`config.mk`:
```
export PLATFORM = sky130hd
export DESIGN_NAME = parameter_frame_receiver_with_ack_core_flat
export DESIGN_NICKNAME = d
export VERILOG_FILES = /design/src/pfra_pkg.sv /design/src/pfra_if.sv /design/src/pfra_ctrl.sv /design/src/pfra_dp.sv /design/src/parameter_frame_receiver_with_ack_core.sv /design/src/flat_wrapper.sv
export SDC_FILE = /design/constraint.sdc
export NUM_CORES = 1
export LEC_CHECK = 0
export BUFFER_PORTS_ARGS = -buffer_cell sky130_fd_sc_hd__buf_2
export CAP_MARGIN = 15
export CELL_PAD_IN_SITES_DETAIL_PLACEMENT = 2
export CELL_PAD_IN_SITES_GLOBAL_PLACEMENT = 2
export CORE_MARGIN = 10
export CORE_UTILIZATION = 38
export DETAILED_ROUTE_END_ITERATION = 10
export PLACE_DENSITY = 0.75
export SLEW_MARGIN = 5
export SYNTH_ARGS = -nofsm -noshare
export SYNTH_HDL_FRONTEND = slang
export SYNTH_SLANG_ARGS = --single-unit
export TNS_END_PERCENT = 10
```
`constraint.sdc`:
```
create_clock -name clk_i -period 4.45 [get_ports clk_i]
set_input_delay 0.2225 -clock clk_i [delete_from_list [all_inputs] [get_ports clk_i]]
set_output_delay 0.2225 -clock clk_i [all_outputs]
set_load 0.01 [all_outputs]
```
`src/pfra_pkg.sv`:
```
package pfra_pkg;

  // Register indexes on the configuration channel.
  localparam int unsigned CfgIdxW = 8;
  localparam logic [CfgIdxW-1:0] CFG_HEADER_BYTE     = 8'd0;
  localparam logic [CfgIdxW-1:0] CFG_DEVICE_ADDRESS  = 8'd1;
  localparam logic [CfgIdxW-1:0] CFG_RETURN_FRAME_ID = 8'd2;
  localparam logic [CfgIdxW-1:0] CFG_WRITE_CODE      = 8'd3;

  // Register values after reset.
  localparam logic [7:0] RST_HEADER_BYTE     = 8'd170;
  localparam logic [7:0] RST_DEVICE_ADDRESS  = 8'd255;
  localparam logic [7:0] RST_RETURN_FRAME_ID = 8'd224;
  localparam logic [7:0] RST_WRITE_CODE      = 8'd225;

  // Fixed frame positions, and the frame bytes that the length byte does not count.
  localparam int unsigned LenPos     = 3;
  localparam int unsigned IdLoPos    = 4;
  localparam int unsigned IdHiPos    = 5;
  localparam int unsigned Val0Pos    = 6;
  localparam int unsigned Val1Pos    = 7;
  localparam int unsigned Val2Pos    = 8;
  localparam int unsigned Val3Pos    = 9;
  localparam int unsigned LenOverhead = 6;

  // Acknowledge frame byte positions.
  localparam int unsigned AckIdxW = 4;
  localparam logic [AckIdxW-1:0] ACK_POS_HEADER  = 4'd0;
  localparam logic [AckIdxW-1:0] ACK_POS_ADDRESS = 4'd1;
  localparam logic [AckIdxW-1:0] ACK_POS_FUNC_ID = 4'd2;
  localparam logic [AckIdxW-1:0] ACK_POS_LENGTH  = 4'd3;
  localparam logic [AckIdxW-1:0] ACK_POS_CODE    = 4'd4;
  localparam logic [AckIdxW-1:0] ACK_POS_RX_SUM  = 4'd5;
  localparam logic [AckIdxW-1:0] ACK_POS_RX_ADD  = 4'd6;
  localparam logic [AckIdxW-1:0] ACK_POS_OWN_SUM = 4'd7;
  localparam logic [AckIdxW-1:0] ACK_POS_OWN_ADD = 4'd8;

  // Payload length carried in the acknowledge frame.
  localparam logic [7:0] ACK_LENGTH = 8'd3;

  // Result kinds.
  localparam logic KIND_ACK   = 1'b0;
  localparam logic KIND_PARAM = 1'b1;

  // Commands from the controller to the datapath.
  typedef struct packed {
    logic store;
    logic walk_clear;
    logic walk_step;
    logic ack_clear;
    logic ack_step;
    logic param_sel;
  } cmd_t;

  // Status from the datapath to the controller.
  typedef struct packed {
    logic full_now;
    logic len_ok;
    logic walk_last;
    logic sums_match;
    logic ack_last;
  } sts_t;

endpackage

```
`src/pfra_if.sv`:
```
// Received byte channel.
interface pfra_rx_if;
  logic       valid;
  logic       ready;
  logic [7:0] rx_byte;

  modport source (output valid, output rx_byte, input ready);
  modport sink (input valid, input rx_byte, output ready);
endinterface

// Result channel: acknowledge bytes and parameter updates.
interface pfra_res_if;
  logic               valid;
  logic               ready;
  logic               result_kind;
  logic [7:0]         tx_byte;
  logic [15:0]        param_id;
  logic signed [31:0] param_value;
  logic               last;

  modport source (output valid, output result_kind, output tx_byte, output param_id,
                  output param_value, output last, input ready);
  modport sink (input valid, input result_kind, input tx_byte, input param_id,
                input param_value, input last, output ready);
endinterface

// Configuration write channel.
interface pfra_cfg_if;
  logic       valid;
  logic       ready;
  logic [7:0] index;
  logic [7:0] data;

  modport source (output valid, output index, output data, input ready);
  modport sink (input valid, input index, input data, output ready);
endinterface

```
`src/pfra_ctrl.sv`:
```
module pfra_ctrl (
  input  logic             clk_i,
  input  logic             rst_ni,
  input  logic             rx_valid_i,
  output logic             rx_ready_o,
  output logic             res_valid_o,
  input  logic             res_ready_i,
  input  pfra_pkg::sts_t   sts_i,
  output pfra_pkg::cmd_t   cmd_o
);

  localparam logic [2:0] ST_HUNT    = 3'd0;
  localparam logic [2:0] ST_CHECK   = 3'd1;
  localparam logic [2:0] ST_WALK    = 3'd2;
  localparam logic [2:0] ST_COMPARE = 3'd3;
  localparam logic [2:0] ST_ACK     = 3'd4;
  localparam logic [2:0] ST_PARAM   = 3'd5;

  logic [2:0] state_q, state_d;

  // Next state and commands.
  always_comb begin
    state_d     = state_q;
    cmd_o       = '0;
    rx_ready_o  = 1'b0;
    res_valid_o = 1'b0;
    unique case (state_q)
      ST_HUNT: begin
        rx_ready_o = 1'b1;
        if (rx_valid_i) begin
          cmd_o.store = 1'b1;
          if (sts_i.full_now) begin
            state_d = ST_CHECK;
          end
        end
      end
      ST_CHECK: begin
        cmd_o.walk_clear = 1'b1;
        state_d = sts_i.len_ok ? ST_WALK : ST_HUNT;
      end
      ST_WALK: begin
        cmd_o.walk_step = 1'b1;
        if (sts_i.walk_last) begin
          state_d = ST_COMPARE;
        end
      end
      ST_COMPARE: begin
        if (sts_i.sums_match) begin
          cmd_o.ack_clear = 1'b1;
          state_d = ST_ACK;
        end else begin
          state_d = ST_HUNT;
        end
      end
      ST_ACK: begin
        res_valid_o = 1'b1;
        if (res_ready_i) begin
          cmd_o.ack_step = 1'b1;
          if (sts_i.ack_last) begin
            state_d = ST_PARAM;
          end
        end
      end
      ST_PARAM: begin
        res_valid_o     = 1'b1;
        cmd_o.param_sel = 1'b1;
        if (res_ready_i) begin
          state_d = ST_HUNT;
        end
      end
      default: begin
        state_d = ST_HUNT;
      end
    endcase
  end

  // State register.
  always_ff @(posedge clk_i or negedge rst_ni) begin
    if (!rst_ni) begin
      state_q <= ST_HUNT;
    end else begin
      state_q <= state_d;
    end
  end

endmodule

```
`src/pfra_dp.sv`:
```
module pfra_dp #(
  parameter int unsigned FrameBytes = 12
) (
  input  logic                          clk_i,
  input  logic                          rst_ni,
  input  pfra_pkg::cmd_t                cmd_i,
  output pfra_pkg::sts_t                sts_o,
  input  logic [7:0]                    rx_byte_i,
  input  logic                          cfg_we_i,
  input  logic [pfra_pkg::CfgIdxW-1:0]  cfg_idx_i,
  input  logic [7:0]                    cfg_data_i,
  output logic                          result_kind_o,
  output logic [7:0]                    tx_byte_o,
  output logic [15:0]                   param_id_o,
  output logic signed [31:0]            param_value_o,
  output logic                          last_o
);

  // The buffer always covers the parameter bytes; entries past the frame stay unwritten.
  localparam int unsigned BufDepth = (FrameBytes < 10) ? 10 : FrameBytes;
  localparam int unsigned IdxW     = $clog2(BufDepth);
  localparam int unsigned CntW     = $clog2(FrameBytes + 1);
  localparam int unsigned MaxLen   = FrameBytes - pfra_pkg::LenOverhead;

  logic [7:0]                    fbuf_q [BufDepth];
  logic [CntW-1:0]               cnt_q, cnt_d, cnt_inc;
  logic [IdxW-1:0]               wr_idx;
  logic [7:0]                    byte0;
  logic                          hdr_ok;
  logic                          full_now;
  logic [IdxW-1:0]               idx_q;
  logic [7:0]                    s_q, a_q, s_sum, a_sum;
  logic [8:0]                    walk_end;
  logic [pfra_pkg::AckIdxW-1:0]  ack_idx_q;
  logic [7:0]                    s2_q, a2_q, s2_sum, a2_sum;
  logic [7:0]                    ack_byte;
  logic [7:0]                    hdr_q, addr_q, fid_q, code_q;

  // Configuration registers.
  always_ff @(posedge clk_i or negedge rst_ni) begin
    if (!rst_ni) begin
      hdr_q  <= pfra_pkg::RST_HEADER_BYTE;
      addr_q <= pfra_pkg::RST_DEVICE_ADDRESS;
      fid_q  <= pfra_pkg::RST_RETURN_FRAME_ID;
      code_q <= pfra_pkg::RST_WRITE_CODE;
    end else if (cfg_we_i) begin
      unique case (cfg_idx_i)
        pfra_pkg::CFG_HEADER_BYTE:     hdr_q  <= cfg_data_i;
        pfra_pkg::CFG_DEVICE_ADDRESS:  addr_q <= cfg_data_i;
        pfra_pkg::CFG_RETURN_FRAME_ID: fid_q  <= cfg_data_i;
        pfra_pkg::CFG_WRITE_CODE:      code_q <= cfg_data_i;
        default: begin
        end
      endcase
    end
  end

  // Header hunt: the first byte of the buffer must match the header register.
  assign wr_idx   = cnt_q[IdxW-1:0];
  assign cnt_inc  = cnt_q + 1'b1;
  assign byte0    = (cnt_q == '0) ? rx_byte_i : fbuf_q[0];
  assign hdr_ok   = (byte0 == hdr_q);
  assign full_now = hdr_ok && (cnt_inc == CntW'(FrameBytes));

  always_comb begin
    cnt_d = cnt_q;
    if (cmd_i.store) begin
      cnt_d = (!hdr_ok || full_now) ? '0 : cnt_inc;
    end
  end

  always_ff @(posedge clk_i or negedge rst_ni) begin
    if (!rst_ni) begin
      cnt_q <= '0;
    end else begin
      cnt_q <= cnt_d;
    end
  end

  // Frame buffer.
  always_ff @(posedge clk_i) begin
    if (cmd_i.store) begin
      fbuf_q[wr_idx] <= rx_byte_i;
    end
  end

  // Check walk: one byte of the running sum and the sum of sums per cycle.
  assign s_sum    = s_q + fbuf_q[idx_q];
  assign a_sum    = a_q + s_sum;
  assign walk_end = {1'b0, fbuf_q[pfra_pkg::LenPos]} + 9'd3;

  always_ff @(posedge clk_i) begin
    if (cmd_i.walk_clear) begin
      idx_q <= '0;
      s_q   <= '0;
      a_q   <= '0;
    end else if (cmd_i.walk_step) begin
      idx_q <= idx_q + 1'b1;
      s_q   <= s_sum;
      a_q   <= a_sum;
    end
  end

  // Acknowledge byte selection.
  always_comb begin
    unique case (ack_idx_q)
      pfra_pkg::ACK_POS_HEADER:  ack_byte = hdr_q;
      pfra_pkg::ACK_POS_ADDRESS: ack_byte = addr_q;
      pfra_pkg::ACK_POS_FUNC_ID: ack_byte = fid_q;
      pfra_pkg::ACK_POS_LENGTH:  ack_byte = pfra_pkg::ACK_LENGTH;
      pfra_pkg::ACK_POS_CODE:    ack_byte = code_q;
      pfra_pkg::ACK_POS_RX_SUM:  ack_byte = s_q;
      pfra_pkg::ACK_POS_RX_ADD:  ack_byte = a_q;
      pfra_pkg::ACK_POS_OWN_SUM: ack_byte = s2_q;
      pfra_pkg::ACK_POS_OWN_ADD: ack_byte = a2_q;
      default:                   ack_byte = '0;
    endcase
  end

  // The own checks build up as the first seven acknowledge bytes go out.
  assign s2_sum = s2_q + ack_byte;
  assign a2_sum = a2_q + s2_sum;

  always_ff @(posedge clk_i) begin
    if (cmd_i.ack_clear) begin
      ack_idx_q <= '0;
      s2_q      <= '0;
      a2_q      <= '0;
    end else if (cmd_i.ack_step) begin
      ack_idx_q <= ack_idx_q + 1'b1;
      if (ack_idx_q < pfra_pkg::ACK_POS_OWN_SUM) begin
        s2_q <= s2_sum;
        a2_q <= a2_sum;
      end
    end
  end

  // Status toward the controller.
  always_comb begin
    sts_o.full_now   = full_now;
    sts_o.len_ok     = (fbuf_q[pfra_pkg::LenPos] <= 8'(MaxLen));
    sts_o.walk_last  = (9'(idx_q) == walk_end);
    sts_o.sums_match = (s_q == fbuf_q[FrameBytes-2]) && (a_q == fbuf_q[FrameBytes-1]);
    sts_o.ack_last   = (ack_idx_q == pfra_pkg::ACK_POS_OWN_ADD);
  end

  // Result payload.
  always_comb begin
    if (cmd_i.param_sel) begin
      result_kind_o = pfra_pkg::KIND_PARAM;
      tx_byte_o     = '0;
      param_id_o    = {fbuf_q[pfra_pkg::IdHiPos], fbuf_q[pfra_pkg::IdLoPos]};
      param_value_o = signed'({fbuf_q[pfra_pkg::Val3Pos], fbuf_q[pfra_pkg::Val2Pos],
                               fbuf_q[pfra_pkg::Val1Pos], fbuf_q[pfra_pkg::Val0Pos]});
      last_o        = 1'b1;
    end else begin
      result_kind_o = pfra_pkg::KIND_ACK;
      tx_byte_o     = ack_byte;
      param_id_o    = '0;
      param_value_o = '0;
      last_o        = 1'b0;
    end
  end

endmodule

```
`src/parameter_frame_receiver_with_ack_core.sv`:
```
// Channel   Dir  Payload                                               Transfer when
// rx_i      in   rx_byte[7:0]                                          valid & ready
// res_o     out  result_kind, tx_byte[7:0], param_id[15:0],
//                param_value[31:0] signed, last                        valid & ready
// cfg_i     in   index[7:0], data[7:0]                                 valid & ready
//
// A byte that does not complete a frame is taken and stored or dropped; rx_i stays ready while hunting.
// The byte that completes a frame is followed by the length check and the one-byte-per-cycle
// checksum walk over the first L + 4 buffer bytes, then nine acknowledge bytes and the update.
// While the walk runs or results are pending, rx_i is held not ready; res_o stalls hold all.
// Reset clears the byte count and loads the register defaults; the buffer is not cleared.
// cfg_i is always ready; indexes beyond the register list are ignored.
module parameter_frame_receiver_with_ack_core #(
  parameter int unsigned FrameBytes = 12
) (
  input  logic            clk_i,
  input  logic            rst_ni,
  pfra_rx_if.sink         rx_i,
  pfra_res_if.source      res_o,
  pfra_cfg_if.sink        cfg_i
);

  pfra_pkg::cmd_t cmd;
  pfra_pkg::sts_t sts;

  // Configuration writes are always taken.
  assign cfg_i.ready = 1'b1;

  pfra_ctrl u_ctrl (
    .clk_i       (clk_i),
    .rst_ni      (rst_ni),
    .rx_valid_i  (rx_i.valid),
    .rx_ready_o  (rx_i.ready),
    .res_valid_o (res_o.valid),
    .res_ready_i (res_o.ready),
    .sts_i       (sts),
    .cmd_o       (cmd)
  );

  pfra_dp #(
    .FrameBytes (FrameBytes)
  ) u_dp (
    .clk_i         (clk_i),
    .rst_ni        (rst_ni),
    .cmd_i         (cmd),
    .sts_o         (sts),
    .rx_byte_i     (rx_i.rx_byte),
    .cfg_we_i      (cfg_i.valid),
    .cfg_idx_i     (cfg_i.index),
    .cfg_data_i    (cfg_i.data),
    .result_kind_o (res_o.result_kind),
    .tx_byte_o     (res_o.tx_byte),
    .param_id_o    (res_o.param_id),
    .param_value_o (res_o.param_value),
    .last_o        (res_o.last)
  );

endmodule

```
`src/flat_wrapper.sv`:
```
// flat-port wrapper written by rule: the top's interface ports become plain ports
module parameter_frame_receiver_with_ack_core_flat 
#(
  parameter int unsigned FrameBytes = 12
)
  (clk_i, rst_ni, rx_i_valid, rx_i_rx_byte, rx_i_ready, res_o_valid, res_o_result_kind, res_o_tx_byte, res_o_param_id, res_o_param_value, res_o_last, res_o_ready, cfg_i_valid, cfg_i_index, cfg_i_data, cfg_i_ready);
  pfra_rx_if rx_i_i ();
  pfra_res_if res_o_i ();
  pfra_cfg_if cfg_i_i ();
  input  logic clk_i;
  input  logic rst_ni;
  input wire logic [$bits(rx_i_i.valid)-1:0] rx_i_valid;
  input wire logic [$bits(rx_i_i.rx_byte)-1:0] rx_i_rx_byte;
  output wire logic [$bits(rx_i_i.ready)-1:0] rx_i_ready;
  output wire logic [$bits(res_o_i.valid)-1:0] res_o_valid;
  output wire logic [$bits(res_o_i.result_kind)-1:0] res_o_result_kind;
  output wire logic [$bits(res_o_i.tx_byte)-1:0] res_o_tx_byte;
  output wire logic [$bits(res_o_i.param_id)-1:0] res_o_param_id;
  output wire logic [$bits(res_o_i.param_value)-1:0] res_o_param_value;
  output wire logic [$bits(res_o_i.last)-1:0] res_o_last;
  input wire logic [$bits(res_o_i.ready)-1:0] res_o_ready;
  input wire logic [$bits(cfg_i_i.valid)-1:0] cfg_i_valid;
  input wire logic [$bits(cfg_i_i.index)-1:0] cfg_i_index;
  input wire logic [$bits(cfg_i_i.data)-1:0] cfg_i_data;
  output wire logic [$bits(cfg_i_i.ready)-1:0] cfg_i_ready;
  assign rx_i_i.valid = rx_i_valid;
  assign rx_i_i.rx_byte = rx_i_rx_byte;
  assign rx_i_ready = rx_i_i.ready;
  assign res_o_valid = res_o_i.valid;
  assign res_o_result_kind = res_o_i.result_kind;
  assign res_o_tx_byte = res_o_i.tx_byte;
  assign res_o_param_id = res_o_i.param_id;
  assign res_o_param_value = res_o_i.param_value;
  assign res_o_last = res_o_i.last;
  assign res_o_i.ready = res_o_ready;
  assign cfg_i_i.valid = cfg_i_valid;
  assign cfg_i_i.index = cfg_i_index;
  assign cfg_i_i.data = cfg_i_data;
  assign cfg_i_ready = cfg_i_i.ready;
  parameter_frame_receiver_with_ack_core #(.FrameBytes(FrameBytes)) u_core (.clk_i(clk_i), .rst_ni(rst_ni), .rx_i(rx_i_i), .res_o(res_o_i), .cfg_i(cfg_i_i));
endmodule
```
**Word-level counts from Yosys, hierarchy flattened**

Memories as Yosys holds them, arrays and structs flattened. A register that Yosys moved wholly into a read port is not among the register bits.
Index checks and enable logic that the tools add are counted.

- Add/sub/neg operators: 8
- Magnitude comparators: 2
- Eq/ne operators: 27
- Muxes and demuxes: 31
- Reduce and logical (&&, ||, !) cells: 15

Operators by type and width:

| kind | count |
|---|---|
| $pmux W8 S9 | 1 |
| $add A8 B8 Y8 | 4 |
| $mux W32 | 1 |
| $eq A8 B8 Y1 | 3 |
| $mux W3 | 7 |
| $pmux W3 S6 | 1 |
| $eq A4 B3 Y1 const B | 4 |
| $eq A8 B2 Y1 const B | 2 |
| $mux W16 | 1 |
| $mux W8 | 2 |
| $mux W1 | 14 |
| $add A4 B1 Y4 const B | 3 |
| $mux W4 | 3 |
| $reduce_and A2 Y1 | 5 |
| $add A8 B2 Y9 const B | 1 |
| $eq A4 B9 Y1 | 1 |
| $eq A4 B2 Y1 const B | 2 |
| $eq A4 B4 Y1 const B | 2 |
| $eq A8 B1 Y1 const B | 1 |
| $le A8 B3 Y1 const B | 1 |
| $logic_not A4 Y1 | 2 |
| $logic_not A8 Y1 | 1 |
| $ne A2 B2 Y1 const B | 4 |
| $eq A3 B2 Y1 const B | 2 |
| 12 further kinds | 15 |

- Flip-flop bits (word level): 79
- RAM bits: 96
- Input bits: 29
- Output and inout bits: 61
- Logic and storage cells: 96
- Memories: 1

Memory list:

| memory | words | bits a word | rd ports | clocked after memory_dff | write ports | line | source |
|---|---|---|---|---|---|---|---|
| u_core.u_dp.fbuf_q | 12 | 8 | 11 | 1 | 1 | pfra_dp.sv:25 | `logic [7:0] fbuf_q [BufDepth];` |

**Logic depth before layout (Yosys ltp)**

- Word-level depth: 7
- Gate-level depth with buffers: 23
- Depth with buffers taken out: 21

**Hierarchy**

Synthesis repeated with hierarchy kept, for this count alone.

- Cell total of the unflattened synthesis: 833
- Area total of the unflattened synthesis: 10702.8 um^2

By module, submodules not included:

| module | instances | cells each | area an instance (um^2) |
|---|---|---|---|
| pfra_dp | 1 | 808 | 10463.8 |
| pfra_ctrl | 1 | 23 | 227.7 |
| parameter_frame_receiver_with_ack_core | 1 | 2 | 11.3 |

**Worst setup path after synthesis**

OpenSTA, ideal clock, no wires.

- Path type: register to register
- From: register with a tool-made name
- To: register u_core.u_dp.a_q[7]
- Library setup time: 70 ps
- Arrival: 4522 ps
- Required time: 4380 ps
- Slack: -143 ps
- Cell stages (with the launch flop): 20
- Clock period less this slack: 4593 ps
- Path through: dfxtp_1 > buf_2 > buf_2 > buf_2 > mux4_2 > mux4_2 > ha_1 > inv_1 > fa_1 > nor2b_1 > o21ai_0 > a21boi_0 > o21ai_0 > nor3b_1 > nor2_1 > ha_1 > o41ai_1 > xnor3_1 > or3_1 > a21oi_1

RTL lines:

| item | line | source |
|---|---|---|
| end signal, assigned | pfra_dp.sv:100 | `a_q <= a_sum;` |
| end, declared | pfra_dp.sv:32 | `logic [7:0] s_q, a_q, s_sum, a_sum;` |

==> summary.log <==
INFO  synthesis      synth_seq_area_share=54.1%
INFO  routing        wl_per_cell=27.6um
INFO  clocking       total_clock_buffers_created_by_cts=25
INFO  clocking       clock_path_buffers=3
INFO  power          power.internal=3.23mW
INFO  grt            groute.usage.overall=20.9%
INFO  placement      io_buffer_count=88
INFO  synthesis      syn-mean-instance-area=12.5squm
INFO  critical_path  criticalPathCategory=flip-flop to flip-flop
INFO  synthesis      synth_area_leader_cell=edfxtp_1
INFO  power          peakVddDrop=0.000285V
INFO  clocking       worstSkewPairLatency=0.54ns
INFO  worst_hold_path hp-class=input port to flip-flop
INFO  synthesis      synth_nets=916
INFO  die            initial_core_util=38.3%
INFO  placement      pre_cts_ws=-0.182ns
INFO  run_status     outcome=completed
INFO  critical_path  cp_cell_sequence=buf_12, buf_4, mux4_2, mux4_2, ha_4, a21oi_4, inv_1, a21oi_2, xnor2_2, ha_1, nand3_1, o211ai_1, o41ai_4, xnor3_1, or3_1, a21oi_1
INFO  synthesis      edff_count_synth=128
INFO  power          clock_network_fraction_of_design_power=46.1%
INFO  critical_path  crit_family=multiplexers
INFO  sta            finalWorstSetupSlack=0.109ns
INFO  die            fp.coreArea=27600squm
INFO  routing        post_drt_via_cell_ratio=5.67
INFO  critical_path  required_time_worst_endpoint=4.92ns
INFO  sta            clock-skew-final=0.0226ns
INFO  synthesis      combined_area_of_all_synthesized_cells=10600squm
INFO  synthesis      yosys_register_bits=211
INFO  routing        totalWireLength=38000um
INFO  sta            setup-violations-final=0
INFO  cells_and_area synthToLayoutAreaGrowth=21.7%
INFO  grt            grt_antenna_before_repair=0
INFO  synthesis      post_synthesis_async_set_or_reset_flop_share=18.5%
INFO  cells_and_area final_common_cell=edfxtp_1
INFO  critical_path  cp.buffers_inverters=3
INFO  placement      post-dp-hpwl=27100um
INFO  synthesis      yosysUniqueCellTypes=55
INFO  clocking       clock_sinks=211
INFO  flow_run       max_cap_violations=0
INFO  sta            slew-limit-headroom=30.0%
INFO  clocking       tritoncts_clock_tree=done
INFO  routing        drt.antenna.violating_nets=0
INFO  power          p_comb_share=3.4%
INFO  die            die-width=187um
INFO  die            die_footprint=34900squm
INFO  critical_path  critPathSlowestCell=mux4_2
INFO  power          static-leakage-power=5.36nW
INFO  critical_path  crit_path_max_incr_delay=0.55ns
INFO  power          p_switching=0.952mW
INFO  cells_and_area post_route_cells_drive_above_1_share=31.5%
INFO  cells_and_area final_cell_area=12900squm
INFO  critical_path  timing.critical_path.to_type=flip-flop
INFO  routing        vias=7803
INFO  synthesis      synth_top_cells_by_area=edfxtp_1, dfxtp_1, mux4_2, dfrtp_1, dfstp_2
INFO  critical_path  arrival_time_reported_for_the_critical_path_endpoint=4.81ns
INFO  sta            hold_viol_final=0
INFO  synthesis      postSynthCellCount=844
INFO  sta            max_freq=230MHz
INFO  grt            grt_pass1_vias=8645
INFO  cells_and_area final_cell_mix=edfxtp_1, buf_2, nor2_1, and3_1, buf_4
INFO  sta            timing_max_transition_violations_final=0
INFO  power          powerDensity=325nW/um^2
INFO  die            die_h=187um
INFO  sta            final.setup.tns=0ns
INFO  placement      total_cell_area_at_the_placement_stage=11600squm
INFO  cells_and_area nFillCells=2751
INFO  power          sw_frac_of_total=22.8%
INFO  synthesis      ys.warnings.count=0
INFO  sta            period_minus_slack=4.34ns
INFO  critical_path  cpMostUsedCell=mux4_2
INFO  sta            rsz0062_at_grt=yes
INFO  grt            pin_count_of_the_biggest_net_entering_global_routing=61
INFO  synthesis      post-synth-top-area-fraction=36.3%
INFO  synthesis      synth-main-ff-cell=edfxtp_1
INFO  routing        remaining_drc_errors=0
INFO  grt            grt_first_pass_wirelength=56300um
INFO  die            num_io_pins=90
INFO  power          seqPwrFrac=50.5%
INFO  placement      gp_routability_congestion=0.803
INFO  routing        drt_iter0_markers=607
INFO  critical_path  setup.worst_path.start_class=flip-flop
INFO  clocking       clock_pin_slew_on_the_worst_setup_and_hold_paths=0.06ns
INFO  sta            worst_pin_slew=1.05ns
INFO  die            row_count=61
INFO  sta            final.period_utilization=97.6%
INFO  routing        firstDrtPassIters=5
INFO  clocking       h_tree_depth=1
INFO  cells_and_area final_nets=1050
INFO  clocking       clock-root-buffer=clkbuf_16
INFO  grt            grt.overflow.total=0
INFO  critical_path  worstPathMaxFanout=12
## synth_stat cells, drive strengths merged, types with 5 or more instances
| library cell | count |
|---|---|
| a211oi | 5 |
| a21boi | 7 |
| a21o | 6 |
| a21oi | 45 |
| a222oi | 6 |
| a22oi | 12 |
| and2 | 6 |
| and3 | 56 |
| buf | 13 |
| clkbuf | 35 |
| dfrtp | 20 |
| dfstp | 19 |
| dfxtp | 44 |
| edfxtp | 128 |
| ha | 39 |
| inv | 27 |
| mux2 | 32 |
| mux2i | 23 |
| mux4 | 39 |
| nand2 | 55 |
| nand3 | 23 |
| nor2 | 60 |
| nor2b | 5 |
| nor3 | 6 |
| nor4 | 8 |
| o21ai | 15 |
| xnor2 | 33 |
| xor2 | 24 |
## worst paths after layout
check                                                 start                          endpoint  slack [ns]  cells after the start
max                                               flip-flop   u_core.u_dp.a_q[7]$_SDFFE_PN0P_        0.11                     16
min                                           cfg_i_data[1]  u_core.u_dp.hdr_q[1]$_DFFE_PN1P_        0.04                      2
max reg2reg                                       flip-flop   u_core.u_dp.a_q[7]$_SDFFE_PN0P_        0.11                     16
min reg2reg                u_core.u_dp.fid_q[1]$_DFFE_PN0P_  u_core.u_dp.fid_q[1]$_DFFE_PN0P_        0.52                      1
max in group asynchronous                            rst_ni  u_core.u_dp.hdr_q[0]$_DFFE_PN0P_        3.37                      2
min in group asynchronous                            rst_ni  u_core.u_dp.cnt_q[2]$_DFFE_PN0P_        0.37                      2
## sequential cells by signal, indices dropped and copies added, names as in the netlist, named ones only
register               cells
u_core.u_ctrl.state_q      3
u_core.u_dp.a2_q           8
u_core.u_dp.a_q            8
u_core.u_dp.ack_idx_q      4
u_core.u_dp.addr_q         8
u_core.u_dp.cnt_q          4
u_core.u_dp.code_q         8
u_core.u_dp.fbuf_q       128
u_core.u_dp.fid_q          8
u_core.u_dp.hdr_q          8
u_core.u_dp.idx_q          4
u_core.u_dp.s2_q           8
u_core.u_dp.s_q            8
## cells by family after synthesis
family	Yosys count	synth area share, %
adders and majority gates	43	5.36
buffers and inverters	75	2.80
and+or+nand+nor	236	11.1
AOI/OAI and AO/OA	126	7.80
muxes	94	13.9
other	1	0.0354
DFF	211	54.1
xor gates and xnor gates	58	4.93
## stage by stage
step	hold WS [ns]	std cells	util (%)	power (mW)
global placement	0.418	1294	42.0	2.27
CTS	0.00490	1350	45.1	4.20
finish	0.0433	1376	46.6	4.18
detailed placement	0.440	1294	42.0	2.28
floorplan	-0.0731	844	-	2.21
global route	0.0119	1375	46.6	4.30
## area by class of cell
class / instances / area, sq um / area share (%)
Antenna cell: 1 / 2.50 / 0.0194
Clock buffer: 33 / 676 / 5.24
Clock inverter: 13 / 77.6 / 0.602
Inverter: 27 / 101 / 0.787
Multi-Input combinational cell: 558 / 4810 / 37.4
Sequential cell: 211 / 5730 / 44.5
Tap cell: 378 / 473 / 3.67
Timing Repair Buffer: 155 / 1010 / 7.83
## repair_timing
item | CTS | global route
hold buffers | 8 | 0
cloned | 0 | 0
endpoints found under the hold margin | 42 | 0
resized for setup | 5 | 43
endpoints found under the setup margin | 2 | 2
pin swaps | 2 | 25
buffers inserted | 2 | 25
## power by group through the flow
| stage | registers, mW | logic (mW) | clock network (mW) |
|---|---|---|---|
| 2_1_floorplan | 2.15 | 0.0578 | 0 |
| 3_3_place_gp | 2.15 | 0.114 | 0 |
| 3_5_place_dp | 2.16 | 0.123 | 0 |
| 4_1_cts | 2.11 | 0.132 | 1.95 |
| 5_1_grt | 2.12 | 0.154 | 2.03 |
| 6_report | 2.11 | 0.141 | 1.93 |
## layer usage
| metal | wire length, um | GRT usage [%] | share of wire, % | vias to the layer above |
|---|---|---|---|---|
| met2 | 19900 | 38.2 | 52 | 228 |
| met5 | 0 | 0 | 0 | - |
| met4 | 1360 | 7.26 | 3.6 | 0 |
| li1 | - | - | - | 3418 |
| met1 | 15000 | 24.6 | 39 | 4083 |
| met3 | 1780 | 2.80 | 4.7 | 74 |
Note: power is estimated with default switching activity, not from simulation.
